### config.mk
export PLATFORM = sky130hd
export DESIGN_NAME = word_array_hash
export DESIGN_NICKNAME = d
export VERILOG_FILES = /design/src/hw/rtl/whk_pkg.sv /design/src/hw/rtl/whk_absorb.sv /design/src/hw/rtl/whk_mix.sv /design/src/hw/rtl/whk_final.sv /design/src/hw/rtl/whk_fifo.sv /design/src/hw/rtl/word_array_hash.sv
export SDC_FILE = /design/constraint.sdc
export NUM_CORES = 2
export LEC_CHECK = 0
export ABC_AREA = 1
export BUFFER_PORTS_ARGS = -buffer_cell sky130_fd_sc_hd__buf_2
export CORE_ASPECT_RATIO = 1.75
export CORE_MARGIN = 3
export CORE_UTILIZATION = 40
export CTS_BUF_LIST = sky130_fd_sc_hd__clkbuf_16
export CTS_CLUSTER_SIZE = 28
export DETAILED_ROUTE_END_ITERATION = 7
export PLACE_DENSITY = 0.57
export REMOVE_ABC_BUFFERS = 1
export SYNTH_ARGS = -nofsm -noshare
export SYNTH_HDL_FRONTEND = slang
export SYNTH_SLANG_ARGS = --single-unit
### constraint.sdc
create_clock -name clock -period 7.2 [get_ports clock]
set_input_delay 1.44 -clock clock [delete_from_list [all_inputs] [get_ports clock]]
set_output_delay 1.44 -clock clock [all_outputs]
set_load 0.005 [all_outputs]
### src/hw/rtl/whk_pkg.sv
`timescale 1ns / 1ps
`default_nettype none
// ----------------------------------------------------------------------------
// whk_pkg: shared types, constants and round functions of the word hash
// Holds the a/b/c triple, the messages between the absorb, mix and final
// units, and the rotate/subtract rounds split into register-sized pieces.
// ----------------------------------------------------------------------------
package whk_pkg;

   localparam int HashW   = 32;
   localparam int CountW  = 16;
   localparam int BucketW = 8;

   localparam logic [HashW-1:0] HashInit = 32'hdeadbeef;

   // output queue
   localparam int FifoDepth = 8;
   localparam int FifoAw    = $clog2(FifoDepth);

   // slot that the next key word is added to
   localparam logic [1:0] SlotA = 2'd0;
   localparam logic [1:0] SlotB = 2'd1;
   localparam logic [1:0] SlotC = 2'd2;

   typedef struct packed {
      logic [HashW-1:0] a;
      logic [HashW-1:0] b;
      logic [HashW-1:0] c;
   } abc_type;

   typedef struct packed {
      logic    valid;
      abc_type abc;
   } abc_msg_type;

   typedef struct packed {
      logic    valid;
      logic    raw;    // empty key: pass the start value without final rounds
      abc_type abc;
   } fin_msg_type;

   function automatic logic [HashW-1:0] rotl(input logic [HashW-1:0] x, input int unsigned n);
      return (x << n) | (x >> (HashW - n));
   endfunction

   // mix rounds one to three
   function automatic abc_type mix_head(input abc_type x);
      abc_type s;
      s = x;
      s.a = (s.a - s.c) ^ rotl(s.c, 4);  s.c = s.c + s.b;
      s.b = (s.b - s.a) ^ rotl(s.a, 6);  s.a = s.a + s.c;
      s.c = (s.c - s.b) ^ rotl(s.b, 8);  s.b = s.b + s.a;
      return s;
   endfunction

   // mix rounds four to six
   function automatic abc_type mix_tail(input abc_type x);
      abc_type s;
      s = x;
      s.a = (s.a - s.c) ^ rotl(s.c, 16); s.c = s.c + s.b;
      s.b = (s.b - s.a) ^ rotl(s.a, 19); s.a = s.a + s.c;
      s.c = (s.c - s.b) ^ rotl(s.b, 4);  s.b = s.b + s.a;
      return s;
   endfunction

   function automatic abc_type final_head(input abc_type x);
      abc_type s;
      s = x;
      s.c = (s.c ^ s.b) - rotl(s.b, 14);
      s.a = (s.a ^ s.c) - rotl(s.c, 11);
      s.b = (s.b ^ s.a) - rotl(s.a, 25);
      return s;
   endfunction

   function automatic abc_type final_mid(input abc_type x);
      abc_type s;
      s = x;
      s.c = (s.c ^ s.b) - rotl(s.b, 16);
      s.a = (s.a ^ s.c) - rotl(s.c, 4);
      return s;
   endfunction

   function automatic abc_type final_tail(input abc_type x);
      abc_type s;
      s = x;
      s.b = (s.b ^ s.a) - rotl(s.a, 14);
      s.c = (s.c ^ s.b) - rotl(s.b, 24);
      return s;
   endfunction

endpackage
`default_nettype wire

### src/hw/rtl/whk_absorb.sv
`timescale 1ns / 1ps
`default_nettype none
// ----------------------------------------------------------------------------
// whk_absorb: key word intake
// Tracks key length and group slot, keeps the a/b/c base and the words of
// the open group, launches a mix after each inner group and hands the sum
// of base and words to the final rounds when the key ends.
// ----------------------------------------------------------------------------
module whk_absorb (
   input  wire logic                     clock,
   input  wire logic                     reset,
   input  wire logic                     take,
   input  wire logic [31:0]              key_word,
   input  wire logic                     first_word,
   input  wire logic [15:0]              word_count,
   input  wire logic [31:0]              seed,
   input  wire whk_pkg::abc_msg_type     mix_done,
   output whk_pkg::abc_msg_type          mix_launch,
   output logic                          mix_cancel,
   output whk_pkg::fin_msg_type          fin,
   output logic                          last_due
);
   import whk_pkg::*;

   abc_type          base_ff, base_in;
   logic [HashW-1:0] pa_ff, pa_in;
   logic [HashW-1:0] pb_ff, pb_in;
   logic [CountW-1:0] left_ff, left_in;
   logic [1:0]       pos_ff, pos_in;
   fin_msg_type      fin_ff, fin_in;

   logic [HashW-1:0]  init_val;
   abc_type           init_abc;
   abc_type           eff;
   abc_type           sum_abc;
   logic [1:0]        eff_pos;
   logic [1:0]        pos_next;
   logic [CountW-1:0] eff_left;
   logic [CountW-1:0] left_next;
   logic              is_first;
   logic              is_empty;
   logic              active;
   logic              is_last;
   logic              slot_a;
   logic              slot_b;
   logic              slot_c;

   always_comb begin
      init_val = HashInit + {14'd0, word_count, 2'b00} + seed;
      init_abc = '{a: init_val, b: init_val, c: init_val};
      is_first = take && first_word;
      is_empty = is_first && (word_count == '0);
      eff      = is_first ? init_abc : base_ff;
      eff_pos  = is_first ? SlotA : pos_ff;
      eff_left = is_first ? word_count : left_ff;
      active   = take && (eff_left != '0);
      left_next = eff_left - 16'd1;
      is_last  = active && (left_next == '0);
   end

   // slot three never occurs, it is handled like slot a
   always_comb begin
      slot_a   = 1'b0;
      slot_b   = 1'b0;
      slot_c   = 1'b0;
      pos_next = SlotB;
      case (eff_pos)
         SlotB: begin
            slot_b   = 1'b1;
            pos_next = SlotC;
         end
         SlotC: begin
            slot_c   = 1'b1;
            pos_next = SlotA;
         end
         default: begin
            slot_a   = 1'b1;
            pos_next = SlotB;
         end
      endcase
   end

   // base plus the words of the open group, unreceived slots add nothing
   always_comb begin
      sum_abc.a = eff.a + (slot_a ? key_word : pa_ff);
      sum_abc.b = eff.b + (slot_b ? key_word : (slot_c ? pb_ff : '0));
      sum_abc.c = eff.c + (slot_c ? key_word : '0);
   end

   always_comb begin
      mix_launch.valid = active && slot_c && !is_last;
      mix_launch.abc.a = base_ff.a + pa_ff;
      mix_launch.abc.b = base_ff.b + pb_ff;
      mix_launch.abc.c = base_ff.c + key_word;
      mix_cancel       = is_first;
   end

   always_comb begin
      fin_in.valid = is_empty || is_last;
      fin_in.raw   = is_empty;
      fin_in.abc   = is_empty ? init_abc : sum_abc;

      base_in = base_ff;
      if (is_first) begin
         base_in = init_abc;
      end else if (mix_done.valid) begin
         base_in = mix_done.abc;
      end

      pa_in   = pa_ff;
      pb_in   = pb_ff;
      left_in = eff_left;
      pos_in  = eff_pos;
      if (active) begin
         left_in = left_next;
         pos_in  = is_last ? SlotA : pos_next;
         if (slot_a) begin
            pa_in = key_word;
         end
         if (slot_b) begin
            pb_in = key_word;
         end
      end
   end

   always_ff @(posedge clock) begin
      if (reset) begin
         base_ff   <= '0;
         left_ff   <= '0;
         pos_ff    <= SlotA;
         fin_ff.valid <= 1'b0;
      end else begin
         base_ff   <= base_in;
         left_ff   <= left_in;
         pos_ff    <= pos_in;
         fin_ff.valid <= fin_in.valid;
      end
   end

   always_ff @(posedge clock) begin
      pa_ff      <= pa_in;
      pb_ff      <= pb_in;
      fin_ff.raw <= fin_in.raw;
      fin_ff.abc <= fin_in.abc;
   end

   assign fin      = fin_ff;
   assign last_due = (left_ff == 16'd1);

endmodule
`default_nettype wire

### src/hw/rtl/whk_mix.sv
`timescale 1ns / 1ps
`default_nettype none
// ----------------------------------------------------------------------------
// whk_mix: reversible mix unit
// Two register stages of three rounds each; a new key drops the mix in flight.
// ----------------------------------------------------------------------------
module whk_mix (
   input  wire logic                 clock,
   input  wire logic                 reset,
   input  wire whk_pkg::abc_msg_type launch,
   input  wire logic                 cancel,
   output whk_pkg::abc_msg_type      done,
   output logic                      busy
);
   import whk_pkg::*;

   abc_msg_type m1_ff, m1_in;
   abc_msg_type m2_ff, m2_in;

   always_comb begin
      m1_in.valid = launch.valid && !cancel;
      m1_in.abc   = launch.abc;
      m2_in.valid = m1_ff.valid && !cancel;
      m2_in.abc   = mix_head(m1_ff.abc);
   end

   always_ff @(posedge clock) begin
      if (reset) begin
         m1_ff.valid <= 1'b0;
         m2_ff.valid <= 1'b0;
      end else begin
         m1_ff.valid <= m1_in.valid;
         m2_ff.valid <= m2_in.valid;
      end
   end

   always_ff @(posedge clock) begin
      m1_ff.abc <= m1_in.abc;
      m2_ff.abc <= m2_in.abc;
   end

   assign done.valid = m2_ff.valid;
   assign done.abc   = mix_tail(m2_ff.abc);
   assign busy       = m1_ff.valid || m2_ff.valid;

endmodule
`default_nettype wire

### src/hw/rtl/whk_final.sv
`timescale 1ns / 1ps
`default_nettype none
// ----------------------------------------------------------------------------
// whk_final: final rounds pipeline
// Seven rounds over three stages; empty keys pass through untouched.
// ----------------------------------------------------------------------------
module whk_final (
   input  wire logic                 clock,
   input  wire logic                 reset,
   input  wire whk_pkg::fin_msg_type fin,
   output logic                      res_valid,
   output logic [31:0]               res_hash,
   output logic [1:0]                inflight
);
   import whk_pkg::*;

   fin_msg_type s2_ff, s2_in;
   fin_msg_type s3_ff, s3_in;
   abc_type     tail_abc;

   always_comb begin
      s2_in.valid = fin.valid;
      s2_in.raw   = fin.raw;
      s2_in.abc   = fin.raw ? fin.abc : final_head(fin.abc);
      s3_in.valid = s2_ff.valid;
      s3_in.raw   = s2_ff.raw;
      s3_in.abc   = s2_ff.raw ? s2_ff.abc : final_mid(s2_ff.abc);
      tail_abc    = s3_ff.raw ? s3_ff.abc : final_tail(s3_ff.abc);
   end

   always_ff @(posedge clock) begin
      if (reset) begin
         s2_ff.valid <= 1'b0;
         s3_ff.valid <= 1'b0;
      end else begin
         s2_ff.valid <= s2_in.valid;
         s3_ff.valid <= s3_in.valid;
      end
   end

   always_ff @(posedge clock) begin
      s2_ff.raw <= s2_in.raw;
      s2_ff.abc <= s2_in.abc;
      s3_ff.raw <= s3_in.raw;
      s3_ff.abc <= s3_in.abc;
   end

   assign res_valid = s3_ff.valid;
   assign res_hash  = tail_abc.c;
   assign inflight  = 2'({1'b0, fin.valid}) + 2'({1'b0, s2_ff.valid})
                    + 2'({1'b0, s3_ff.valid});

endmodule
`default_nettype wire

### src/hw/rtl/whk_fifo.sv
`timescale 1ns / 1ps
`default_nettype none
// ----------------------------------------------------------------------------
// whk_fifo: result queue
// Small queue between the final rounds and the result channel; the intake
// reserves room for every item still in the final rounds.
// ----------------------------------------------------------------------------
module whk_fifo (
   input  wire logic                      clock,
   input  wire logic                      reset,
   input  wire logic                      push,
   input  wire logic [31:0]               push_data,
   input  wire logic                      pop,
   output logic                           out_valid,
   output logic [31:0]                    out_data,
   output logic [whk_pkg::FifoAw:0]       count
);
   import whk_pkg::*;

   logic [HashW-1:0]  mem_ff [FifoDepth];
   logic [FifoAw-1:0] wr_ptr_ff, wr_ptr_in;
   logic [FifoAw-1:0] rd_ptr_ff, rd_ptr_in;
   logic [FifoAw:0]   count_ff, count_in;
   logic              do_pop;

   always_comb begin
      do_pop    = pop && (count_ff != '0);
      wr_ptr_in = push ? wr_ptr_ff + 1'b1 : wr_ptr_ff;
      rd_ptr_in = do_pop ? rd_ptr_ff + 1'b1 : rd_ptr_ff;
      count_in  = count_ff + (FifoAw+1)'(push) - (FifoAw+1)'(do_pop);
   end

   always_ff @(posedge clock) begin
      if (reset) begin
         wr_ptr_ff <= '0;
         rd_ptr_ff <= '0;
         count_ff  <= '0;
      end else begin
         wr_ptr_ff <= wr_ptr_in;
         rd_ptr_ff <= rd_ptr_in;
         count_ff  <= count_in;
      end
   end

   always_ff @(posedge clock) begin
      if (push) begin
         mem_ff[wr_ptr_ff] <= push_data;
      end
   end

   assign out_valid = (count_ff != '0);
   assign out_data  = mem_ff[rd_ptr_ff];
   assign count     = count_ff;

endmodule
`default_nettype wire

### src/hw/rtl/word_array_hash.sv
`timescale 1ns / 1ps
`default_nettype none
// ----------------------------------------------------------------------------
// word_array_hash: streaming word-array hash (lookup3 hashword)
// A key enters as one item per 32-bit word on the req_ channel. The first
// item of a key carries req_first_word=1, the key length in words and the
// seed; an empty key is one item that returns the start value. The rsp_
// channel returns one item per finished key: the hash and its bucket index.
// Throughput: one word per cycle while req_ready is high. The mix after each
// inner group of three words runs in a two-stage unit beside the intake; the
// final word of a key waits for it, so a key whose last group is short stalls.
// A result passes the intake register, two final-round registers and the
// result queue before it is on rsp_.
// Reset clears the key state and the queue; words that arrive outside a key
// are taken and dropped. When the receiver stalls, results collect in the
// queue and req_ready falls only once the queue has no room for items still
// in the final rounds.
// ----------------------------------------------------------------------------
module word_array_hash #(
   parameter int BUCKET_BITS = 8
) (
   input  wire logic        clock,
   input  wire logic        reset,
   input  wire logic        req_valid,
   output logic             req_ready,
   input  wire logic [31:0] req_key_word,
   input  wire logic        req_first_word,
   input  wire logic [15:0] req_word_count,
   input  wire logic [31:0] req_seed,
   output logic             rsp_valid,
   input  wire logic        rsp_ready,
   output logic [31:0]      rsp_hash_value,
   output logic [7:0]       rsp_bucket_index
);
   import whk_pkg::*;

   localparam int MaskBits = (BUCKET_BITS < BucketW) ? BUCKET_BITS : BucketW;
   localparam logic [BucketW-1:0] BucketMask = BucketW'((9'd1 << MaskBits) - 9'd1);

   abc_msg_type     mix_launch;
   abc_msg_type     mix_done;
   fin_msg_type     fin;
   logic            mix_cancel;
   logic            mix_busy;
   logic            last_due;
   logic            take;
   logic            res_valid;
   logic [HashW-1:0] res_hash;
   logic [1:0]      inflight;
   logic [FifoAw:0] fifo_count;
   logic [FifoAw:0] reserved;
   logic            room;

   always_comb begin
      reserved  = fifo_count + (FifoAw+1)'(inflight);
      room      = reserved < (FifoAw+1)'(FifoDepth);
      // the last word of a key needs the mix result in the base
      req_ready = room && !(mix_busy && last_due);
      take      = req_valid && req_ready;
   end

   whk_absorb u_absorb (
      .clock      (clock),
      .reset      (reset),
      .take       (take),
      .key_word   (req_key_word),
      .first_word (req_first_word),
      .word_count (req_word_count),
      .seed       (req_seed),
      .mix_done   (mix_done),
      .mix_launch (mix_launch),
      .mix_cancel (mix_cancel),
      .fin        (fin),
      .last_due   (last_due)
   );

   whk_mix u_mix (
      .clock  (clock),
      .reset  (reset),
      .launch (mix_launch),
      .cancel (mix_cancel),
      .done   (mix_done),
      .busy   (mix_busy)
   );

   whk_final u_final (
      .clock     (clock),
      .reset     (reset),
      .fin       (fin),
      .res_valid (res_valid),
      .res_hash  (res_hash),
      .inflight  (inflight)
   );

   whk_fifo u_fifo (
      .clock     (clock),
      .reset     (reset),
      .push      (res_valid),
      .push_data (res_hash),
      .pop       (rsp_ready),
      .out_valid (rsp_valid),
      .out_data  (rsp_hash_value),
      .count     (fifo_count)
   );

   assign rsp_bucket_index = rsp_hash_value[BucketW-1:0] & BucketMask;

   // reserved queue room covers every item in the final rounds
   a_no_overflow: assert property (@(posedge clock) disable iff (reset)
      reserved <= (FifoAw+1)'(FifoDepth))
      else $error("result queue over-committed");

   // a group takes three words, so the mix unit is idle at each launch
   a_mix_idle_at_launch: assert property (@(posedge clock) disable iff (reset)
      mix_launch.valid |-> !mix_busy)
      else $error("mix launched while busy");

   // an empty key gives a raw result in the next cycle
   a_empty_key: assert property (@(posedge clock) disable iff (reset)
      (take && req_first_word && req_word_count == '0) |=> (fin.valid && fin.raw))
      else $error("empty key lost");

   // the final rounds never see a key word while a mix is still open
   a_no_final_during_mix: assert property (@(posedge clock) disable iff (reset)
      (fin.valid && !fin.raw) |-> !$past(mix_busy && !mix_cancel))
      else $error("key finished during mix");

endmodule
`default_nettype wire

== Word-level counts from Yosys, hierarchy flattened ==
Memories as Yosys holds them, arrays and structs flattened. A register that Yosys moved wholly into a read port is not among the register bits.
Index checks and enable logic that the tools add are counted.

* Add/sub/neg operators: 35
* Order comparisons: 1
* Eq/ne operators: 3
* Multiplexer cells: 23
* Bitwise operators: 26
* Reductions and logical operators: 24

{| class="wikitable"
|+ Operator list
! operator !! number
|-
| 96-bit 2-to-1 mux || 6
|-
| 32-bit adder || 13
|-
| 32-bit subtractor || 13
|-
| 32-bit XOR || 13
|-
| 32-bit 2-to-1 mux || 5
|-
| 32-bit by 4-bit OR with 32-bit output || 3
|-
| 32-bit by 14-bit OR with 32-bit output || 2
|-
| 32-bit by 16-bit OR with 32-bit output || 2
|-
| 31-bit by 19-bit adder with 32-bit output, first input constant || 1
|-
| 16-bit zero test || 2
|-
| 16-bit 2-to-1 mux || 2
|-
| 32-bit by 11-bit OR with 32-bit output || 1
|-
| 32-bit by 19-bit OR with 32-bit output || 1
|-
| 32-bit by 24-bit OR with 32-bit output || 1
|-
| 32-bit by 25-bit OR with 32-bit output || 1
|-
| 32-bit by 6-bit OR with 32-bit output || 1
|-
| 32-bit by 8-bit OR with 32-bit output || 1
|-
| 16-bit by 1-bit equality test with 1-bit output, second input constant || 1
|-
| 16-bit nonzero test || 1
|-
| 16-bit by 1-bit subtractor with 16-bit output, second input constant || 1
|-
| 1-bit logical AND || 12
|-
| 3-bit by 1-bit adder with 3-bit output, second input constant || 2
|-
| 2-bit 2-to-1 mux || 3
|-
| 3-bit 2-to-1 mux || 2
|-
| 16 further kinds || 22
|}

* Register bits: 676
* Memory bits (writable): 256
* Bits of input ports: 85
* Output and inout port bits: 42
* Word-level logic and storage cells: 146
* Memories: 1

{| class="wikitable"
|+ Memories
! name !! words !! width !! read ports !! clocked after Yosys merged registers in !! write ports !! RTL line !! text
|-
| u_fifo.mem_ff || 8 || 32 || 1 || 1 || 1 || whk_fifo.sv:20 || <nowiki>logic [HashW-1:0] mem_ff [FifoDepth];</nowiki>
|}

== Depth between registers and ports, before layout ==
* Word-level depth: 14
* Mapped depth: 51
* Depth with buffers taken out: 51

== Modules after synthesis ==
A second synthesis with hierarchy kept.

* Cell total of the unflattened synthesis: 11,827
* Area total of the unflattened synthesis: 83,019.6 um2

{| class="wikitable"
|+ Modules (own cells, without submodules)
! module !! instances !! cells an instance !! area an instance (um2)
|-
| whk_mix || 1 || 3,720 || 25,801.0
|-
| whk_absorb || 1 || 3,515 || 23,715.2
|-
| whk_final || 1 || 3,374 || 21,584.5
|-
| whk_fifo || 1 || 1,194 || 11,773.8
|-
| word_array_hash || 1 || 24 || 145.1
|}

== Worst setup path before layout ==
No wires, ideal clock.

* Kind: input to register
* Start: input req_valid
* End: register u_absorb.fin_ff (netlist bit u_absorb.fin[92])
* Library setup time: 0.114 ns
* Arrival: 6.655 ns
* Data required time: 7.086 ns
* Setup slack: 0.431 ns
* Stages: 32
* Buffers on the path: 5
* Path through: inv_1 nor2_1 nand2_1 clkbuf_1 clkbuf_1 clkbuf_1 nand2_1 ha_1 clkbuf_1 clkbuf_1 a21oi_1 ha_1 fa_1 nand2_1 nand2_1 a21oi_1 o21ai_1 nand2_1 nand2_1 a21oi_1 o21ai_1 a21oi_1 o21ai_1 a21boi_0 o21ai_1 a21boi_0 o21ai_0 a21boi_1 o21ai_0 xor2_1 nand2_1 nand2_1

{| class="wikitable"
|+ RTL lines
! item !! RTL line !! text
|-
| start, declared || word_array_hash.sv:24 || <nowiki>input wire logic req_valid,</nowiki>
|-
| end, declared || whk_absorb.sv:30 || <nowiki>fin_msg_type fin_ff, fin_in;</nowiki>
|}

==> flow_summary.ini <==
[sta]
setup_viol = 1
slew_headroom = 0.0505
worst_hold_slack_ns = 0.404
min_period_over_period = 1.01
tightest_slew_ns = 1.41
slew_viol_final = 0
fin_skew_ns = 0.0804
fmax_mhz = 137
hold_violations = 0
final.min_clock_period_ns = 7.31
tns_ns = -0.106
rsz0062_at_grt = yes
fin_ws_ns = -0.106

[worst_setup_path]
cpLargestDelayFamily = simple AND/OR/NAND/NOR gates
rr_endpoint = u_mix.m2_ff[62]$_DFF_P_
path_buf_inv = 13
crit_fanout = 4
required_ns = 7.92
crit_path_end_kind = flop
r2r_setup_slack_ns = -0.11
critPathSlowestCell = nor2_4
crit_type = reg2reg
cp.arrival_ns = 8.02
r2r-start = u_mix.m1_ff[4]$_DFF_P_
rr_worst_depth = 44
critPathLaunchType = flop
critPathMaxStageDelay_ns = 0.47

[global_route]
grt_usage = 0.475
antenna_found_initial = 56
grt_pass1_wl_um = 651000
grt_max_degree = 161
grt_pass1_vias = 87000
grt_overflow_total = 0

[synth]
yosysMostFrequentCell = nand2_1
synth_common_cells = nand2_1 (2257), inv_1 (1359), a21oi_1 (962)
synth_seq_cells = 935
synth.avg_cell_area_sq_um = 7.29
synth.area.top_cells = dfxtp_1 (16%), ha_1 (13%), edfxtp_1 (13%)
synthFlopType = dfxtp_1
synth.largest_area_cell = dfxtp_1
synth_cells = 10400
ys_types = 71
syn_area_sq_mm = 0.0756
ys_seq_area_frac = 0.290
async_reset_ff_frac = 0
yosys_warnings = 0
synth_edf_count = 320
netlist.area_leader.share = 0.163

[routing]
first_iter_violations = 8653
route.vias.total = 86400
drc_errors = 0
drtAntennaViolNets = 0
drt_wl_total_um = 462000
avgRoutedWirePerCell_um = 30.2
firstDrtPassIters = 8
vias_per_cell = 5.65

[placement]
gp_congestion = 1.16
portBuffers = 126
dp_hpwl_um = 376000

[clock_network]
tritoncts = yes
clk_latency_ns = 0.83
h-tree-depth = 3
clock_sinks = 935
clock-root-buffer = clkbuf_16
cts_made_buffers = 95
clockBufferDepth = 3
cts_hold_buf = 0
clk_pin_slew_ns = 0.07

[hold_path]
hold_class = reg2reg
whs_endpoint = u_final.s3_ff[45]$_DFF_P_
min-delay-start = u_final.s2_ff[45]$_DFF_P_
holdPathStages = 0

[die]
die_x_um = 335
io_pins = 127
dieArea_sq_mm = 0.194
row_count = 210
die_h_um = 581
coreArea_sq_mm = 0.188
start_util = 0.403

[run_status]
failed_checks = negative setup slack
status = finished, violations left

[layout]
syn_to_final_growth_pct = 35.3
nets = 13700
drive_above_1_share = 0.252

[job]
maxCapViolations = 0
==> cell usage in the layout (no fill, tap or decap), drive strengths merged, types with 104 or more instances in the layout <==
cell | Yosys | routed
buf | 32 | 2458
nand2 | 2355 | 2355
inv | 1377 | 1401
a21oi | 966 | 966
o21ai | 847 | 847
ha | 815 | 815
xor2 | 687 | 687
nor2 | 681 | 681
dfxtp | 615 | 615
nand3 | 453 | 453
edfxtp | 320 | 320
xnor2 | 274 | 274
a31oi | 104 | 104
==> worst max-delay path by stage <==
stage	startpoint	endpoint	slack, ns	depth (start not counted)
after detailed placement	u_mix.m1_ff[5]$_DFF_P_	u_mix.m2_ff[63]$_DFF_P_	-1.05	55
after global routing	u_mix.m1_ff[5]$_DFF_P_	u_mix.m2_ff[31]$_DFF_P_	-0.68	56
final	u_mix.m1_ff[4]$_DFF_P_	u_mix.m2_ff[62]$_DFF_P_	-0.11	44
after floorplan	req_valid	u_absorb.fin[92]$_DFF_P_	-3.14	26
after global placement	u_mix.m1_ff[5]$_DFF_P_	u_mix.m2_ff[63]$_DFF_P_	-1.08	55
after CTS	u_mix.m2_ff[1]$_DFF_P_	u_absorb.base_ff[31]$_SDFFE_PP0P_	0.0007	42
==> timing repair <==
action | 4_1_cts | 5_1_grt
buffers inserted | 14 | 42
setup endpoints to repair | 81 | 141
resized for setup | 103 | 352
pin swaps | 19 | 85
cloned | 0 | 0
==> sequential cells by signal, indices dropped and copies added, names as in the netlist, named ones only <==
signal	flops
u_fifo.wr_ptr_ff	3
u_absorb.left_ff	16
u_absorb.pa_ff	32
u_absorb.base_ff	96
u_absorb.fin	98
u_final.res_valid	1
u_mix.m2_ff	96
u_fifo.rd_ptr_ff	3
u_final.s3_ff	97
u_mix.done	1
u_fifo.count	4
u_fifo.mem_ff	256
u_absorb.pos_ff	2
u_final.s2_ff	98
u_absorb.pb_ff	32
u_mix.m1_ff	97
==> cells by family after synthesis <==
| family | after synthesis | synth area share |
|---|---|---|
| buffers and inverters | 1573 | 0.0786 |
| adders and majority gates | 843 | 0.142 |
| AOI/OAI and AO/OA | 2259 | 0.164 |
| muxes | 2 | 0.000281 |
| and+or+nand+nor | 3794 | 0.213 |
| DFF | 935 | 0.290 |
| xor gates and xnor gates | 963 | 0.112 |
==> final cells by class <==
class / instances / area (sq um)
multi-input combinational: 7861 / 49700
clock inverter: 82 / 886
tap: 2438 / 3050
timing repair buffer: 2460 / 19000
inverter: 1382 / 5210
sequential: 935 / 21900
clock buffer: 98 / 2450
antenna: 47 / 118
fill: 18300 / 85300
==> layer usage <==
metal | share of wire | track usage | up-vias | routed length, um
met4 | 0.18 | 0.634 | 8 | 82300
met1 | 0.27 | 0.376 | 40200 | 124000
met2 | 0.49 | 0.815 | 4463 | 225000
li1 | - | - | 39200 | -
met5 | 0.00013 | 0.000501 | - | 60
met3 | 0.066 | 0.141 | 2556 | 30600
==> stage by stage <==
stage,setup WS [ns],cells,util,cell area [sq um]
finish,-0.106,15300,0.545,102000
global route,-0.680,15300,0.545,102000
CTS,0.000689,15200,0.535,100000
detailed placement,-1.05,15000,0.514,96500
global placement,-1.08,15000,0.514,96500
floorplan,-3.14,10200,-,74900
Power is not shown: default switching activity piles up to over one toggle a cycle in this logic, so the estimate is an artifact.
